[src/rtl/nid_pkg.sv]
// ----------------------------------------------------------------------------
// nid_pkg
// Shared types, constants and window helper for the NEC IR edge decoder.
// ----------------------------------------------------------------------------
package nid_pkg;

	// Timestamp width and frame length
	localparam int TIME_BITS  = 32;
	localparam int FRAME_BITS = 32;
	localparam int IDX_BITS   = $clog2(FRAME_BITS + 1);
	localparam int CMP_BITS   = (TIME_BITS > 17) ? TIME_BITS : 17;

	// Command byte position inside the frame
	localparam int CMD_FIRST_BIT = 16;
	localparam int CMD_LAST_BIT  = 24;

	// Configuration register indexes
	localparam int CFG_IDX_BITS = 3;
	localparam logic [CFG_IDX_BITS-1:0] REG_TOLERANCE  = 3'd0;
	localparam logic [CFG_IDX_BITS-1:0] REG_START_LEN  = 3'd1;
	localparam logic [CFG_IDX_BITS-1:0] REG_REPEAT_LEN = 3'd2;
	localparam logic [CFG_IDX_BITS-1:0] REG_ZERO_LEN   = 3'd3;
	localparam logic [CFG_IDX_BITS-1:0] REG_ONE_LEN    = 3'd4;

	// Register reset values
	localparam logic [15:0] TOLERANCE_RST  = 16'd300;
	localparam logic [15:0] START_LEN_RST  = 16'd13500;
	localparam logic [15:0] REPEAT_LEN_RST = 16'd11250;
	localparam logic [15:0] ZERO_LEN_RST   = 16'd1125;
	localparam logic [15:0] ONE_LEN_RST    = 16'd2250;

	// Decoder phases (code 3 is unused and behaves as waiting)
	localparam logic [1:0] PH_READING = 2'd0;
	localparam logic [1:0] PH_WAITING = 2'd1;
	localparam logic [1:0] PH_COMING  = 2'd2;

	typedef struct packed {
		logic [15:0] tolerance_us;
		logic [15:0] start_len_us;
		logic [15:0] repeat_len_us;
		logic [15:0] zero_len_us;
		logic [15:0] one_len_us;
	} cfg_t;

	// Window hits of one edge interval
	typedef struct packed {
		logic start_hit;
		logic repeat_hit;
		logic zero_hit;
		logic one_hit;
	} class_t;

	typedef struct packed {
		logic [7:0] command_byte;
		logic       repeat_seen;
		logic       frame_end;
		logic       bit_error;
	} result_t;

	// Open window (nominal - tol, nominal + tol), low bound floored at zero
	function automatic logic in_window(input logic [TIME_BITS-1:0] len,
	                                   input logic [15:0] nominal,
	                                   input logic [15:0] tol);
		logic [15:0]         lo;
		logic [16:0]         hi;
		logic [CMP_BITS-1:0] len_x;
		logic [CMP_BITS-1:0] lo_x;
		logic [CMP_BITS-1:0] hi_x;
		lo    = (nominal > tol) ? (nominal - tol) : 16'd0;
		hi    = {1'b0, nominal} + {1'b0, tol};
		len_x = CMP_BITS'(len);
		lo_x  = CMP_BITS'(lo);
		hi_x  = CMP_BITS'(hi);
		return (len_x > lo_x) && (len_x < hi_x);
	endfunction

endpackage

[src/rtl/nec_ir_pulse_distance_decoder_top.sv]
// ----------------------------------------------------------------------------
// nec_ir_pulse_distance_decoder_top
// Path: edge -> window compare -> hit queue -> state machine -> output queue.
// Throughput: one request per cycle while not full; the compare runs in the
//   accept cycle; the state machine takes one per cycle unless the output is full.
// Reset: queues empty, phase waiting, registers at their nominal defaults.
// ----------------------------------------------------------------------------
module nec_ir_pulse_distance_decoder_top (
	input  logic                             clk,
	input  logic                             arst_n,
	input  logic                             push,
	output logic                             full,
	input  logic [31:0]                      edge_time_us,
	output logic                             empty,
	input  logic                             pop,
	output logic [7:0]                       command_byte,
	output logic                             repeat_seen,
	output logic                             frame_end,
	output logic                             bit_error,
	input  logic                             cfg_we,
	input  logic [nid_pkg::CFG_IDX_BITS-1:0] cfg_index,
	input  logic [15:0]                      cfg_wdata
);
	import nid_pkg::*;

	logic    cls_valid;
	logic    cls_pop;
	class_t  cls;
	result_t res;

	// Interval measure and window classification
	nid_front u_front (
		.clk          (clk),
		.arst_n       (arst_n),
		.push         (push),
		.full         (full),
		.edge_time_us (edge_time_us),
		.cfg_we       (cfg_we),
		.cfg_index    (cfg_index),
		.cfg_wdata    (cfg_wdata),
		.cls_valid    (cls_valid),
		.cls          (cls),
		.cls_pop      (cls_pop)
	);

	// Frame state machine and result queue
	nid_back u_back (
		.clk       (clk),
		.arst_n    (arst_n),
		.cls_valid (cls_valid),
		.cls       (cls),
		.cls_pop   (cls_pop),
		.empty     (empty),
		.pop       (pop),
		.res       (res)
	);

	assign command_byte = res.command_byte;
	assign repeat_seen  = res.repeat_seen;
	assign frame_end    = res.frame_end;
	assign bit_error    = res.bit_error;

endmodule

[src/rtl/nid_front.sv]
// ----------------------------------------------------------------------------
// nid_front
// Holds configuration, measures edge intervals, classifies them against the
// four windows and queues the window hits for the back end.
// ----------------------------------------------------------------------------
module nid_front (
	input  logic                               clk,
	input  logic                               arst_n,
	input  logic                               push,
	output logic                               full,
	input  logic [31:0]                        edge_time_us,
	input  logic                               cfg_we,
	input  logic [nid_pkg::CFG_IDX_BITS-1:0]   cfg_index,
	input  logic [15:0]                        cfg_wdata,
	output logic                               cls_valid,
	output nid_pkg::class_t                    cls,
	input  logic                               cls_pop
);
	import nid_pkg::*;

	cfg_t                 cfg_q;
	logic [TIME_BITS-1:0] last_q;
	logic [TIME_BITS-1:0] now;
	logic [TIME_BITS-1:0] len;
	class_t               cls_new;
	class_t               queue_q [2];
	logic                 wr_ptr_q;
	logic                 rd_ptr_q;
	logic [1:0]           count_q;
	logic                 accept;
	logic                 take;

	// Configuration registers
	always_ff @(posedge clk or negedge arst_n) begin
		if (!arst_n) begin
			cfg_q.tolerance_us  <= TOLERANCE_RST;
			cfg_q.start_len_us  <= START_LEN_RST;
			cfg_q.repeat_len_us <= REPEAT_LEN_RST;
			cfg_q.zero_len_us   <= ZERO_LEN_RST;
			cfg_q.one_len_us    <= ONE_LEN_RST;
		end else if (cfg_we) begin
			case (cfg_index)
				REG_TOLERANCE:  cfg_q.tolerance_us  <= cfg_wdata;
				REG_START_LEN:  cfg_q.start_len_us  <= cfg_wdata;
				REG_REPEAT_LEN: cfg_q.repeat_len_us <= cfg_wdata;
				REG_ZERO_LEN:   cfg_q.zero_len_us   <= cfg_wdata;
				REG_ONE_LEN:    cfg_q.one_len_us    <= cfg_wdata;
				default: ;
			endcase
		end
	end

	// Interval since the previous edge, wrapping
	assign now = TIME_BITS'(edge_time_us);
	assign len = now - last_q;

	always_comb begin
		cls_new.start_hit  = in_window(len, cfg_q.start_len_us,  cfg_q.tolerance_us);
		cls_new.repeat_hit = in_window(len, cfg_q.repeat_len_us, cfg_q.tolerance_us);
		cls_new.zero_hit   = in_window(len, cfg_q.zero_len_us,   cfg_q.tolerance_us);
		cls_new.one_hit    = in_window(len, cfg_q.one_len_us,    cfg_q.tolerance_us);
	end

	assign full   = (count_q == 2'd2);
	assign accept = push && !full;
	assign take   = cls_pop && cls_valid;

	// Every phase records the edge time
	always_ff @(posedge clk or negedge arst_n) begin
		if (!arst_n) begin
			last_q <= '0;
		end else if (accept) begin
			last_q <= now;
		end
	end

	// Two-entry queue of window hits
	always_ff @(posedge clk) begin
		if (accept) begin
			queue_q[wr_ptr_q] <= cls_new;
		end
	end

	always_ff @(posedge clk or negedge arst_n) begin
		if (!arst_n) begin
			wr_ptr_q <= 1'b0;
			rd_ptr_q <= 1'b0;
			count_q  <= 2'd0;
		end else begin
			if (accept) wr_ptr_q <= !wr_ptr_q;
			if (take)   rd_ptr_q <= !rd_ptr_q;
			case ({accept, take})
				2'b10:   count_q <= count_q + 2'd1;
				2'b01:   count_q <= count_q - 2'd1;
				default: count_q <= count_q;
			endcase
		end
	end

	assign cls_valid = (count_q != 2'd0);
	assign cls       = queue_q[rd_ptr_q];

endmodule

[src/rtl/nid_back.sv]
// ----------------------------------------------------------------------------
// nid_back
// Runs the frame state machine on queued window hits and holds the results
// in a two-entry output queue.
// ----------------------------------------------------------------------------
module nid_back (
	input  logic            clk,
	input  logic            arst_n,
	input  logic            cls_valid,
	input  nid_pkg::class_t cls,
	output logic            cls_pop,
	output logic            empty,
	input  logic            pop,
	output nid_pkg::result_t res
);
	import nid_pkg::*;

	logic [1:0]          phase_q;
	logic [IDX_BITS-1:0] bit_index_q;
	logic [7:0]          captured_q;
	logic                repeat_q;

	logic [1:0]          phase_d;
	logic [IDX_BITS-1:0] bit_index_d;
	logic [7:0]          captured_d;
	logic                repeat_d;
	logic                frame_end;
	logic                bit_error;
	logic [2:0]          bit_sel;
	result_t             res_new;

	result_t             queue_q [2];
	logic                wr_ptr_q;
	logic                rd_ptr_q;
	logic [1:0]          count_q;
	logic                out_full;
	logic                out_take;
	logic                step;

	assign out_full = (count_q == 2'd2);
	assign step     = cls_valid && !out_full;
	assign cls_pop  = step;
	assign bit_sel  = 3'(bit_index_q - IDX_BITS'(CMD_FIRST_BIT));

	// Next state for one edge
	always_comb begin
		phase_d     = phase_q;
		bit_index_d = bit_index_q;
		captured_d  = captured_q;
		repeat_d    = repeat_q;
		frame_end   = 1'b0;
		bit_error   = 1'b0;
		case (phase_q)
			PH_COMING: begin
				if (cls.start_hit) begin
					bit_index_d = '0;
					repeat_d    = 1'b0;
					phase_d     = PH_READING;
				end else if (cls.repeat_hit) begin
					repeat_d = 1'b1;
					phase_d  = PH_WAITING;
				end
			end
			PH_READING: begin
				if (bit_index_q < IDX_BITS'(FRAME_BITS)) begin
					if (!cls.zero_hit && !cls.one_hit) begin
						bit_error = 1'b1;
					end else begin
						if (bit_index_q inside {[CMD_FIRST_BIT:CMD_LAST_BIT-1]}) begin
							captured_d[bit_sel] = !cls.zero_hit;
						end
						bit_index_d = bit_index_q + IDX_BITS'(1);
					end
				end else begin
					frame_end   = 1'b1;
					bit_index_d = '0;
					phase_d     = PH_WAITING;
				end
			end
			default: begin
				phase_d = PH_COMING;
			end
		endcase
		res_new.command_byte = captured_d;
		res_new.repeat_seen  = repeat_d;
		res_new.frame_end    = frame_end;
		res_new.bit_error    = bit_error;
	end

	// Decoder state
	always_ff @(posedge clk or negedge arst_n) begin
		if (!arst_n) begin
			phase_q     <= PH_WAITING;
			bit_index_q <= '0;
			captured_q  <= '0;
			repeat_q    <= 1'b0;
		end else if (step) begin
			phase_q     <= phase_d;
			bit_index_q <= bit_index_d;
			captured_q  <= captured_d;
			repeat_q    <= repeat_d;
		end
	end

	// Output queue
	assign out_take = pop && !empty;

	always_ff @(posedge clk) begin
		if (step) begin
			queue_q[wr_ptr_q] <= res_new;
		end
	end

	always_ff @(posedge clk or negedge arst_n) begin
		if (!arst_n) begin
			wr_ptr_q <= 1'b0;
			rd_ptr_q <= 1'b0;
			count_q  <= 2'd0;
		end else begin
			if (step)     wr_ptr_q <= !wr_ptr_q;
			if (out_take) rd_ptr_q <= !rd_ptr_q;
			case ({step, out_take})
				2'b10:   count_q <= count_q + 2'd1;
				2'b01:   count_q <= count_q - 2'd1;
				default: count_q <= count_q;
			endcase
		end
	end

	assign empty = (count_q == 2'd0);
	assign res   = queue_q[rd_ptr_q];

endmodule
[config.mk]
export PLATFORM = sky130hd
export DESIGN_NAME = nec_ir_pulse_distance_decoder_top
export DESIGN_NICKNAME = d
export VERILOG_FILES = /design/src/rtl/nid_pkg.sv /design/src/rtl/nec_ir_pulse_distance_decoder_top.sv /design/src/rtl/nid_front.sv /design/src/rtl/nid_back.sv
export SDC_FILE = /design/constraint.sdc
export NUM_CORES = 1
export LEC_CHECK = 0
export BUFFER_PORTS_ARGS = -buffer_cell sky130_fd_sc_hd__buf_2
export CAP_MARGIN = 20
export CORE_MARGIN = 5
export CORE_UTILIZATION = 45
export DETAILED_ROUTE_END_ITERATION = 16
export GPL_TIMING_DRIVEN = 0
export RECOVER_POWER = 50
export SYNTH_ARGS = -nofsm -noshare
export SYNTH_HDL_FRONTEND = slang
export SYNTH_SLANG_ARGS = --single-unit
[constraint.sdc]
create_clock -name clk -period 9 [get_ports clk]
set_input_delay 1.8 -clock clk [delete_from_list [all_inputs] [get_ports clk]]
set_output_delay 1.8 -clock clk [all_outputs]
set_load 0.01 [all_outputs]
==> flow_metrics.tcl <==
set metrics [dict create \
    outcome "finished with violations" \
    violations "max-capacitance violations, max-slew violations" \
    ordered_cell_list_for_the_critical_path "inv_1, fa_1, a211oi_1, o21ai_0, nand4_1, nand3_1, o41ai_1, o2111ai_1, a21oi_1, nor2_1, clkbuf_1, nand2_1, ha_1, nand4_1, nor3_1, o21ai_0, o211a_1, a21oi_1, o22ai_1, nor4_1" \
    cts.path.max_buffers 2 \
    die_h_um 205 \
    grt_overflow_total 0 \
    cts-htree-levels 4 \
    antenna_found_initial 0 \
    finalWorstSetupSlack_ns 2.55 \
    critical-path-slowest-cell "o41ai_1" \
    timing.setup.critical_path_class "reg2reg" \
    clkTransAtPathRegs_ns 0.08 \
    cp.arrival_ns 6.67 \
    die-width_um 205 \
    synth_warnings 0 \
    hold_slack_ns 0.481 \
    place_area_um2 18200 \
    postSynthAreaPerCell_um2 8.91 \
    max_cap_viol_count 1 \
    r2r-start "u_front.cfg_q[65]$_DFFE_PN0P_" \
    drv_slew 68 \
    period_minus_slack_ns 6.45 \
    postSynthCellCount 1913 \
    post_route_cells_drive_above_1_share 0.141 \
    crit_fanout 10 \
    drtIter0Drc 767 \
    core-area_um2 37500 \
    final_cell_area_um2 18800 \
    initial_utilization 0.455 \
    drt_drc_violations_left 0 \
    hp-class "reg2reg" \
    rsz0062_at_grt "false" \
    die-area_um2 41900 \
    power_per_cell_area_nw_per_um2 404 \
    tritoncts "yes" \
    power_leakage_nw 8.32 \
    timing_hold_violations_final 0 \
    timing.final.crit_share 0.717 \
    timing.clock.skew_ns 0.00652 \
    io_buffers 66 \
    cp-startpoint "u_front.cfg_q[65]$_DFFE_PN0P_" \
    synth_ff_type "dfrtp_1" \
    vias 14464 \
    most-common-layout-cells "ha_1, nand2_1, nor2_1" \
    timing.setup.tns_ns 0 \
    ctsResizeCount 0 \
    post_drt_via_cell_ratio 5.70 \
    number_of_placed_instances_taps_included 2505 \
    power.total_mw 7.59 \
    largest_net_degree_at_the_start_of_global_routing 71 \
    worst-slew-pin-transition_ns 3.70 \
    timing.critical_path.required_ns 9.21 \
    cts_sinks 167 \
    vdd_drop_max_mv 0.215 \
    num-nets-final 2368 \
    synth-edff-count 30 \
    timing.critical_path.slowest_cell_delay_ns 0.72 \
    postSynth.asyncResetShare 0.820 \
    gp_congestion 0.906 \
    grt_pass1_wl_um 74500 \
    yosysSeqAreaShare 0.256 \
    max_freq_ghz 0.155 \
    antenna_cells_inserted 0 \
    mostFrequentLayoutCell "ha_1" \
    report.final.setup_viol 0 \
    detail-route-antenna-nets 0 \
    cts_inserted_buffers 17 \
    min_from "u_back.captured_q[4]$_DFFE_PN0P_" \
    detailed_place_hpwl_um 38100 \
    cts.root.buffer_cell "clkbuf_16" \
    routed_wirelength_um 46700 \
    post_drt_wl_per_cell_um 18.4 \
    slew_headroom -1.47 \
    drt-pass1-iter-count 5 \
    final_core_utilization 0.501 \
    endpoint_kind "flip-flop" \
    clock_latency_ns 0.45 \
    critical_path.startpoint_type "flip-flop" \
    core.rowCount 71 \
    pre_cts_ws_ns 2.66 \
    post_cts_hold_buffer_count 0 \
    synth_seq_cells 167 \
    finalNonFillerCells 2537 \
    postCtsSetupRepairBufs 0 \
    number_of_placed_i_o_pins 69 \
    grt_pass1_vias 14364 \
    synth.distinct_cells 73 \
    postSynthNetCount 2268 \
    grt_usage 0.222 \
    syn-cell-area_um2 17000 \
    synthToLayoutAreaGrowth_pct 10.1 \
]
-- metal layers --
metal / vias up / GRT usage / share of wire
li1: 7112 / - / -
met1: 6973 / 0.305 / 0.47
met2: 319 / 0.372 / 0.47
met3: 60 / 0.0269 / 0.042
met4: 0 / 0.0613 / 0.022
met5: - / 0 / 0
-- sequential cells by signal, indices dropped and copies added (netlist names), 2 cells and up --
| name | flops |
|---|---|
| u_front.cfg_q | 80 |
| u_front.last_q | 32 |
| u_back.queue_q | 22 |
| u_back.captured_q | 8 |
| u_front.queue_q | 8 |
| u_back.bit_index_q | 6 |
| u_back.count_q | 2 |
| u_back.phase_q | 2 |
| u_front.count_q | 2 |
-- synth_stat cells, types with 17 or more instances --
master | instances | area share
a21o_1 | 38 | 0.017
a21oi_1 | 128 | 0.038
a31oi_1 | 17 | 0.0062
clkbuf_1 | 61 | 0.013
dfrtp_1 | 105 | 0.15
dfstp_2 | 32 | 0.049
edfxtp_1 | 30 | 0.053
ha_1 | 290 | 0.21
inv_1 | 128 | 0.028
mux2_2 | 115 | 0.076
nand2_1 | 154 | 0.034
nand2b_1 | 30 | 0.011
nand3_1 | 26 | 0.0076
nand4_1 | 38 | 0.014
nor2_1 | 133 | 0.029
nor2b_1 | 31 | 0.011
nor3_1 | 56 | 0.016
o21a_1 | 17 | 0.0075
o21ai_0 | 101 | 0.030
o21bai_1 | 28 | 0.012
xnor2_1 | 106 | 0.054
xor2_1 | 27 | 0.014
-- critical path: cells and delay by family, from the launching register on --
| kind | cells | cell delay (ns) |
|---|---|---|
| buffers and inverters | 2 | 0.69 |
| AO/OA/AOI/OAI | 9 | 2.72 |
| adder cells (fa/ha/maj) | 2 | 0.71 |
| flip-flops | 1 | 0.69 |
| AND/OR/NAND/NOR | 7 | 1.39 |
-- logic make-up after synthesis --
logic type	count (synthesis)	synth area share
and+or+nand+nor	530	0.148
AOI/OAI and AO/OA	467	0.180
buffers and inverters	196	0.0435
muxes	121	0.0795
DFF	167	0.256
xor gates and xnor gates	133	0.0684
adders and majority gates	299	0.223
-- power by group --
group	total (mW)	switching, mW	internal [mW]
Clock	0.787	0.383	0.404
Combinational	5.55	3.25	2.31
Sequential	1.25	0.179	1.07
Total	7.59	3.81	3.78
-- final cells by class --
class | instances | area, µm²
fillers | 3629 | 18700
multi-input cells | 1550 | 11900
flip-flops and latches | 167 | 4370
well taps | 511 | 639
inverters | 128 | 480
repair buffers | 81 | 458
clock buffers | 17 | 425
plain buffers | 68 | 262
clock inverters | 15 | 200
-- path summary, 6_finish.rpt --
check / endpoint / slack, ns / cells past startpoint
max: u_front.queue_q[0][3]$_DFFE_PP_ / 2.55 / 20
min: u_back.captured_q[4]$_DFFE_PN0P_ / 0.48 / 2
max reg2reg: u_front.queue_q[0][3]$_DFFE_PP_ / 2.55 / 20
min reg2reg: u_back.captured_q[4]$_DFFE_PN0P_ / 0.48 / 2
max in group asynchronous: u_front.cfg_q[5]$_DFFE_PN0P_ / 4.29 / 1
min in group asynchronous: u_front.cfg_q[34]$_DFFE_PN0P_ / 2.62 / 1
(Power assumes the default switching activity.)
